[config.mk]
export PLATFORM = sky130hd
export DESIGN_NAME = oven_keypad_countdown_controller_top
export DESIGN_NICKNAME = d
export VERILOG_FILES = /design/src/rtl/okc_pkg.sv /design/src/rtl/oven_keypad_countdown_controller_top.sv /design/src/rtl/okc_time_split.sv
export SDC_FILE = /design/constraint.sdc
export NUM_CORES = 1
export LEC_CHECK = 0
export ABC_AREA = 1
export ABC_CLOCK_PERIOD_IN_PS = 4600
export BUFFER_PORTS_ARGS = -buffer_cell sky130_fd_sc_hd__buf_2
export CAP_MARGIN = 40
export CORE_UTILIZATION = 47
export CTS_CLUSTER_DIAMETER = 30
export DETAILED_ROUTE_END_ITERATION = 16
export HOLD_SLACK_MARGIN = 0.03
export PLACE_DENSITY = 0.71
export REMOVE_ABC_BUFFERS = 1
export SYNTH_ARGS = -nofsm -noshare
export SYNTH_HDL_FRONTEND = slang
export SYNTH_SLANG_ARGS = --single-unit
[constraint.sdc]
create_clock -name i_clk -period 4.6 [get_ports i_clk]
set_input_delay 0.23 -clock i_clk [delete_from_list [all_inputs] [get_ports i_clk]]
set_output_delay 0.23 -clock i_clk [all_outputs]
set_load 0.005 [all_outputs]
[src/rtl/okc_pkg.sv]
`default_nettype none
// ----------------------------------------------------------------------------
// okc_pkg
// Shared types and constants of the oven keypad countdown controller.
// ----------------------------------------------------------------------------
package okc_pkg;

    localparam int TIME_WIDTH_DEF = 16;

    // item kinds
    localparam logic [1:0] FUNC_CHAR = 2'd0;
    localparam logic [1:0] FUNC_TICK = 2'd1;
    localparam logic [1:0] FUNC_STOP = 2'd2;

    // key codes
    localparam logic [7:0] KEY_ZERO   = 8'd48;
    localparam logic [7:0] KEY_NINE   = 8'd57;
    localparam logic [7:0] KEY_CANCEL = 8'd60;
    localparam logic [7:0] KEY_EQ     = 8'd61;

    localparam logic [9:0] MIN_MAX     = 10'd1023;
    localparam logic [6:0] SEC_RELOAD  = 7'd59;
    localparam logic [7:0] DUTY_OFFSET = 8'd40;

    typedef enum logic [1:0] {
        PH_AWAIT_MODE  = 2'd0,
        PH_ENTER_TIME  = 2'd1,
        PH_AWAIT_START = 2'd2,
        PH_RUNNING     = 2'd3
    } t_phase;

    typedef struct packed {
        logic [1:0] func;
        logic [7:0] char_code;
    } t_in_item;

    typedef struct packed {
        logic [1:0] phase;
        logic       motor_on;
        logic [7:0] motor_duty;
        logic [9:0] minutes_left;
        logic [6:0] seconds_left;
        logic       digit_echo;
        logic       finished;
        logic       aborted;
        logic [7:0] mode_code;
    } t_out_item;

endpackage
`default_nettype wire

[src/rtl/oven_keypad_countdown_controller_top.sv]
`default_nettype none
// ----------------------------------------------------------------------------
// oven_keypad_countdown_controller_top
// Keypad-driven oven controller: mode key, time entry, start/cancel, countdown.
// ----------------------------------------------------------------------------
// Takes one transaction per clock cycle (key character, one-second tick or stop
// button) and returns exactly one result transaction for each, showing the
// state after the item. Each item is handled by the combinational phase
// logic and lands in an output register, so input is accepted every cycle
// unless that register holds a result that is stalled downstream. The entered
// time is split into minutes and seconds by a registered reciprocal multiply
// fed from the digit register; the phase sequence always leaves at least one
// item between the last digit and the start key, so this costs no throughput.
module oven_keypad_countdown_controller_top #(
    parameter int TIME_WIDTH = okc_pkg::TIME_WIDTH_DEF
) (
    input  wire logic               i_clk,
    input  wire logic               i_rst_n,
    input  wire logic               i_in_valid,
    output logic                    o_in_stall,
    input  wire okc_pkg::t_in_item  i_in_item,
    output logic                    o_out_valid,
    input  wire logic               i_out_stall,
    output okc_pkg::t_out_item      o_out_item
);

    okc_pkg::t_phase         r_phase, n_phase;
    logic [7:0]              r_mode, n_mode;
    logic [TIME_WIDTH-1:0]   r_entered, n_entered;
    logic [9:0]              r_minutes, n_minutes;
    logic [6:0]              r_seconds, n_seconds;
    logic                    r_stop_pending, n_stop_pending;
    logic                    r_out_valid;
    okc_pkg::t_out_item      r_out_item, n_out_item;

    logic                    w_accept;
    logic                    w_echo, w_fin, w_abt;
    logic [9:0]              w_split_min;
    logic [6:0]              w_split_sec;
    logic [3:0]              w_digit;
    logic                    w_is_digit;
    logic [9:0]              w_tick_min;
    logic [6:0]              w_tick_sec;
    logic [7:0]              w_duty_base;

    assign o_in_stall  = r_out_valid && i_out_stall;
    assign w_accept    = i_in_valid && !o_in_stall;
    assign o_out_valid = r_out_valid;
    assign o_out_item  = r_out_item;

    okc_time_split #(
        .TIME_WIDTH(TIME_WIDTH)
    ) u_split (
        .i_clk    (i_clk),
        .i_time   (r_entered),
        .o_minutes(w_split_min),
        .o_seconds(w_split_sec)
    );

    assign w_is_digit = (i_in_item.char_code >= okc_pkg::KEY_ZERO) &&
                        (i_in_item.char_code <= okc_pkg::KEY_NINE);
    assign w_digit    = 4'(i_in_item.char_code - okc_pkg::KEY_ZERO);

    // one-second countdown step with minute borrow
    always_comb begin
        w_tick_min = r_minutes;
        w_tick_sec = r_seconds;
        if (r_seconds == 7'd0) begin
            if (r_minutes != 10'd0) begin
                w_tick_min = r_minutes - 10'd1;
                w_tick_sec = okc_pkg::SEC_RELOAD;
            end
        end else begin
            w_tick_sec = r_seconds - 7'd1;
        end
    end

    // next state
    always_comb begin
        n_phase        = r_phase;
        n_mode         = r_mode;
        n_entered      = r_entered;
        n_minutes      = r_minutes;
        n_seconds      = r_seconds;
        n_stop_pending = r_stop_pending;
        w_echo         = 1'b0;
        w_fin          = 1'b0;
        w_abt          = 1'b0;
        priority if (i_in_item.func == okc_pkg::FUNC_STOP) begin
            if (r_phase == okc_pkg::PH_RUNNING) begin
                w_abt          = 1'b1;
                n_phase        = okc_pkg::PH_AWAIT_MODE;
                n_stop_pending = 1'b0;
            end else begin
                n_stop_pending = 1'b1;
            end
        end else if (i_in_item.func == okc_pkg::FUNC_TICK) begin
            if (r_phase == okc_pkg::PH_RUNNING) begin
                n_minutes = w_tick_min;
                n_seconds = w_tick_sec;
                if (w_tick_min == 10'd0 && w_tick_sec == 7'd0) begin
                    w_fin          = 1'b1;
                    n_phase        = okc_pkg::PH_AWAIT_MODE;
                    n_stop_pending = 1'b0;
                end
            end
        end else if (i_in_item.func == okc_pkg::FUNC_CHAR) begin
            unique case (r_phase)
                okc_pkg::PH_AWAIT_MODE: begin
                    n_mode    = i_in_item.char_code;
                    n_entered = '0;
                    n_phase   = okc_pkg::PH_ENTER_TIME;
                end
                okc_pkg::PH_ENTER_TIME: begin
                    if (w_is_digit) begin
                        n_entered = (r_entered << 3) + (r_entered << 1)
                                  + TIME_WIDTH'(w_digit);
                        w_echo    = 1'b1;
                    end else if (i_in_item.char_code == okc_pkg::KEY_EQ) begin
                        n_phase = okc_pkg::PH_AWAIT_START;
                    end
                end
                okc_pkg::PH_AWAIT_START: begin
                    if (i_in_item.char_code == okc_pkg::KEY_EQ) begin
                        if (r_stop_pending) begin
                            n_phase        = okc_pkg::PH_AWAIT_MODE;
                            n_stop_pending = 1'b0;
                        end else begin
                            n_minutes = w_split_min;
                            n_seconds = w_split_sec;
                            if (w_split_min == 10'd0 && w_split_sec == 7'd0) begin
                                w_fin   = 1'b1;
                                n_phase = okc_pkg::PH_AWAIT_MODE;
                            end else begin
                                n_phase = okc_pkg::PH_RUNNING;
                            end
                        end
                    end else if (i_in_item.char_code == okc_pkg::KEY_CANCEL) begin
                        n_phase        = okc_pkg::PH_AWAIT_MODE;
                        n_stop_pending = 1'b0;
                    end
                end
                okc_pkg::PH_RUNNING: begin
                end
                default: begin
                end
            endcase
        end else begin
            // unused item kind changes nothing
        end
    end

    assign w_duty_base = n_mode - okc_pkg::DUTY_OFFSET;

    // result outputs, taken from the state after the item
    always_comb begin
        n_out_item              = '0;
        n_out_item.phase        = n_phase;
        n_out_item.motor_on     = (n_phase == okc_pkg::PH_RUNNING);
        n_out_item.motor_duty   = (n_phase == okc_pkg::PH_RUNNING)
                                ? 8'((w_duty_base << 3) + (w_duty_base << 1)) : 8'd0;
        n_out_item.minutes_left = n_minutes;
        n_out_item.seconds_left = n_seconds;
        n_out_item.digit_echo   = w_echo;
        n_out_item.finished     = w_fin;
        n_out_item.aborted      = w_abt;
        n_out_item.mode_code    = n_mode;
    end

    always_ff @(posedge i_clk) begin
        if (!i_rst_n) begin
            r_phase        <= okc_pkg::PH_AWAIT_MODE;
            r_mode         <= '0;
            r_entered      <= '0;
            r_minutes      <= '0;
            r_seconds      <= '0;
            r_stop_pending <= 1'b0;
            r_out_valid    <= 1'b0;
        end else begin
            if (w_accept) begin
                r_phase        <= n_phase;
                r_mode         <= n_mode;
                r_entered      <= n_entered;
                r_minutes      <= n_minutes;
                r_seconds      <= n_seconds;
                r_stop_pending <= n_stop_pending;
                r_out_valid    <= 1'b1;
            end else if (!i_out_stall) begin
                r_out_valid <= 1'b0;
            end
        end
    end

    always_ff @(posedge i_clk) begin
        if (w_accept) begin
            r_out_item <= n_out_item;
        end
    end

endmodule
`default_nettype wire

[src/rtl/okc_time_split.sv]
`default_nettype none
// ----------------------------------------------------------------------------
// okc_time_split
// Splits the entered number into minutes (value / 100, saturated) and
// seconds (value % 100) with a registered reciprocal multiply.
// ----------------------------------------------------------------------------
module okc_time_split #(
    parameter int TIME_WIDTH = okc_pkg::TIME_WIDTH_DEF
) (
    input  wire logic                  i_clk,
    input  wire logic [TIME_WIDTH-1:0] i_time,
    output logic      [9:0]            o_minutes,
    output logic      [6:0]            o_seconds
);

    localparam int SHIFT = TIME_WIDTH + 7;
    localparam int QW    = TIME_WIDTH - 6;
    localparam int PW    = 2 * TIME_WIDTH + 1;
    localparam int CW    = (QW > 10) ? QW : 10;
    // ceil(2^SHIFT / 100), exact quotient for every TIME_WIDTH-bit value
    localparam logic [TIME_WIDTH:0] RECIP =
        (TIME_WIDTH + 1)'(((64'd1 << SHIFT) + 64'd99) / 64'd100);

    logic [PW-1:0] w_prod;
    logic [QW-1:0] r_quot;
    logic [6:0]    r_low;
    logic [CW-1:0] w_quot_ext;

    assign w_prod = PW'(i_time) * PW'(RECIP);

    always_ff @(posedge i_clk) begin
        r_quot <= w_prod[SHIFT +: QW];
        r_low  <= i_time[6:0];
    end

    assign w_quot_ext = CW'(r_quot);
    assign o_minutes  = (w_quot_ext > CW'(okc_pkg::MIN_MAX)) ? okc_pkg::MIN_MAX
                                                             : w_quot_ext[9:0];
    // remainder is below 100, so 7-bit wraparound arithmetic is exact
    assign o_seconds  = r_low - 7'(7'(r_quot) * 7'd100);

endmodule
`default_nettype wire

==> results.json <==
{
  "status": "complete, but fails checks",
  "violations": "negative setup slack",
  "ant_nets": 0,
  "post-route-period-util_pct": 108,
  "cp.required_ps": 4860,
  "cap_violations": 0,
  "root_buffer": "clkbuf_16",
  "setup_slack_ps": -361,
  "worst-setup-path-type": "flip-flop to flip-flop",
  "r2r_slack_ps": -360,
  "drc": 0,
  "report.final.slew_viol_count": 0,
  "antenna_found_initial": 0,
  "path_max_fanout": 3,
  "final.min_clock_period_ps": 4960,
  "whs_endpoint": "o_out_valid$_SDFFE_PN0P_",
  "syn_area_um2": 11300,
  "fmax_mhz": 202,
  "critPathTopFamily": "adder cells",
  "hold_viol": 0,
  "avgViaCountPerCell": 5.16,
  "hold_buffers": 0,
  "finalNonFillerCells": 1857,
  "drtIter0Drc": 463,
  "die_w_um": 157,
  "yosys_warnings": 0,
  "routabilityCongestion": 0.912,
  "dr.pass1.iters": 5,
  "whs_ps": 132,
  "ys_seq_area_share_pct": 21.1,
  "clock_latency_ps": 360,
  "grt_pass1_vias": 9537,
  "whs_path_depth": 3,
  "drive_above_1_share_pct": 21.5,
  "fp-row-count": 56,
  "synth_cell_type_count": 51,
  "critical_path.cell_chain": "fa_1 -> fa_1 -> inv_1 -> fa_1 -> inv_1 -> fa_1 -> fa_1 -> fa_1 -> ha_4 -> nand2_2 -> nor2_2 -> inv_1 -> o221ai_1 -> nand2_1 -> nand2_2 -> o21bai_1 -> nand3_2 -> nand2_2 -> nand2_1 -> nand2_1 -> nand2_1",
  "min-delay-start": "i_out_stall",
  "worstSetupEndpointType": "flip-flop",
  "regToRegEndpoint": "u_split.r_quot[7]$_DFF_P_",
  "core_um2": 23500,
  "reg2regPathDepth": 21,
  "io_pins": 55,
  "seq_area_um2": 2400,
  "drt-total-wl_um": 27700,
  "grt_start_max_net_pins": 79,
  "fin_worst_skew_ps": 16.4,
  "synth_seq_cells": 100,
  "wire_per_inst_um": 14.9,
  "power_frac_clock_pct": 34.3,
  "fin_nets": 1817,
  "fill_cells": 2067,
  "antenna_cells": 0,
  "area_growth_pct": 20.0,
  "ir_worst_vdd_uv": 154,
  "power_frac_comb_pct": 21.8,
  "place_inst": 1829,
  "crit_path_frequent_cell": "fa_1",
  "initial_core_util_pct": 48.0,
  "power_density_nw_per_um2": 169,
  "grt_pass1_wl_um": 46100,
  "p_leak_nw": 7.14,
  "finalSetupViolCount": 10,
  "rsz0062_at_grt": "true",
  "final_common_cell": "inv_1",
  "intPower_mw": 1.55,
  "clkSlewWorstSetupHoldPaths_ps": 90,
  "crit_arrival_ps": 5220,
  "grt_use_total_pct": 23.8,
  "syn_area_per_cell_um2": 8.16,
  "vias": 9576,
  "timing.rr.start": "r_entered[10]$_SDFFE_PN0P_",
  "p_sw_mw": 0.745,
  "worstMarginPinSlew_ps": 810,
  "critPathSlowestCell": "fa_1",
  "place_ws_ps": -743,
  "crit_path_start_kind": "flip-flop",
  "hold_path.class": "input port to flip-flop",
  "multiInputGateArea_um2": 8120,
  "cts_buffers": 9,
  "clock-sinks": 100,
  "switching_share_pct": 32.4,
  "die_height_um": 157,
  "cts_buffer_depth": 2,
  "portBuffers": 53,
  "relSlewSlack_pct": 45.7,
  "dp_hpwl_um": 22100,
  "netlist_instances": 1385,
  "die_area_um2": 24700,
  "ctsHtreeMaxLevel": 3,
  "grt-ovfl-total": 0,
  "cts_tree": "done",
  "layout_common_cells": "289 x inv_1, 167 x nand2_1, 152 x ha_1",
  "p_seq_share_pct": 43.9,
  "crit_buf_inv": 3,
  "max_stage_delay_ps": 570
}
flip-flops by register name (all words and copies together), names as in the netlist:
register / cells
o_out_item: 38
r_entered: 16
r_minutes: 10
u_split.r_quot: 10
r_mode: 8
r_seconds: 7
u_split.r_low: 7
r_phase: 2
o_out_valid: 1
r_stop_pending: 1
power by group through the flow:
stage	sequential [mW]	clock (mW)	combinational [mW]
2_1_floorplan	1.03	0	0.358
3_3_place_gp	1.03	0	0.481
3_5_place_dp	1.03	0	0.495
4_1_cts	1.01	0.803	0.500
5_1_grt	1.02	0.833	0.566
6_report	1.01	0.789	0.501
synth_stat cells (all sizes together):
| cell type | number | area share [%] |
|---|---|---|
| inv | 305 | 10 |
| nand2 | 192 | 6.8 |
| ha | 169 | 19 |
| nor2 | 109 | 4.4 |
| a21oi | 106 | 4.9 |
| fa | 101 | 18 |
| o21ai | 93 | 4.2 |
| dfxtp | 62 | 11 |
| nand3 | 57 | 2.7 |
| edfxtp | 38 | 10 |
| clkbuf | 19 | 0.63 |
| o211ai | 17 | 1.1 |
| xor2 | 16 | 1.2 |
| nand4 | 13 | 0.78 |
| nor3 | 13 | 0.62 |
| xnor2 | 11 | 0.85 |
| or2 | 9 | 0.50 |
| buf | 8 | 0.54 |
| o21bai | 8 | 0.53 |
| nor4 | 4 | 0.22 |
| o21a | 4 | 0.27 |
| o31ai | 4 | 0.27 |
| a21o | 3 | 0.20 |
| a31o | 3 | 0.23 |
| clkinv | 3 | 0.10 |
| nand3b | 3 | 0.20 |
| a221oi | 2 | 0.16 |
| a22oi | 2 | 0.13 |
| a31oi | 2 | 0.11 |
| and2 | 2 | 0.11 |
| o22ai | 2 | 0.11 |
| conb | 1 | 0.033 |
| nor3b | 1 | 0.066 |
| o2111ai | 1 | 0.078 |
| o211a | 1 | 0.089 |
| o221ai | 1 | 0.078 |
repair_timing:
action,4_1_cts,5_1_grt
setup endpoints to repair,10,10
setup buffers,6,7
pin swaps,75,26
resized for setup,97,37
layer usage:
layer / wire length [um] / GRT usage (%) / share of wire [%] / vias up
li1: - / - / - / 4759
met1: 12000 / 30.5 / 43 / 4518
met2: 13700 / 41.8 / 49 / 242
met3: 1190 / 2.40 / 4.3 / 57
met4: 774 / 7.91 / 2.8 / 0
met5: 0 / 0 / 0 / -
area by class of cell:
| cell class | instances | share of cell area, % |
|---|---|---|
| tap | 319 | 2.94 |
| timing repair buffer | 164 | 8.67 |
| clock buffer | 9 | 1.66 |
| clock inverter | 7 | 0.618 |
| sequential | 100 | 17.7 |
| inverter | 308 | 8.52 |
| multi-input combinational | 950 | 59.8 |
through the flow:
| step | setup TNS, ps | total power [mW] | instance area (um^2) | util [%] |
|---|---|---|---|---|
| CTS | -2310 | 2.31 | 13400 | 56.8 |
| finish | -2820 | 2.30 | 13600 | 57.6 |
| global placement | -5260 | 1.51 | 12600 | 53.3 |
| global route | -4520 | 2.42 | 13600 | 57.6 |
| detailed placement | -5570 | 1.52 | 12600 | 53.6 |
| floorplan | -3190 | 1.39 | 11200 | - |
worst max path at each step:
| stage | from | to | slack, ps | cells after the start |
|---|---|---|---|---|
| 3_3_place_gp | r_entered[13]$_SDFFE_PN0P_ | u_split.r_quot[9]$_DFF_P_ | -710 | 19 |
| 6_report | r_entered[10]$_SDFFE_PN0P_ | u_split.r_quot[7]$_DFF_P_ | -360 | 21 |
| 3_5_place_dp | r_entered[13]$_SDFFE_PN0P_ | u_split.r_quot[5]$_DFF_P_ | -740 | 19 |
| 4_1_cts | r_entered[15]$_SDFFE_PN0P_ | u_split.r_quot[7]$_DFF_P_ | -320 | 20 |
| 2_1_floorplan | r_entered[14]$_SDFFE_PN0P_ | u_split.r_quot[9]$_DFF_P_ | -490 | 19 |
| 5_1_grt | r_entered[14]$_SDFFE_PN0P_ | u_split.r_quot[6]$_DFF_P_ | -550 | 20 |
worst reg2reg max path, stage by stage (launching register included):
cell,delay [ps]
dfxtp_4,370
fa_1,530
fa_1,500
inv_1,50
fa_1,530
inv_1,50
fa_1,520
fa_1,470
fa_1,570
ha_4,230
nand2_2,70
nor2_2,40
inv_1,50
o221ai_1,100
nand2_1,90
nand2_2,60
o21bai_1,210
nand3_2,160
nand2_2,100
nand2_1,60
nand2_1,50
nand2_1,50
logic make-up (layout without fill, tap and decap cells):
logic type                 Yosys count  after routing  synth area share [%]
other                                1              1                0.0332
adders and majority gates          270            270                  36.6
and+or+nand+nor                    403            403                  16.4
buffers and inverters              335            488                  11.4
xor gates and xnor gates            27             27                  2.09
AOI/OAI and AO/OA                  249            249                  12.4
DFF                                100            100                  21.1
(Power assumes the default switching activity.)
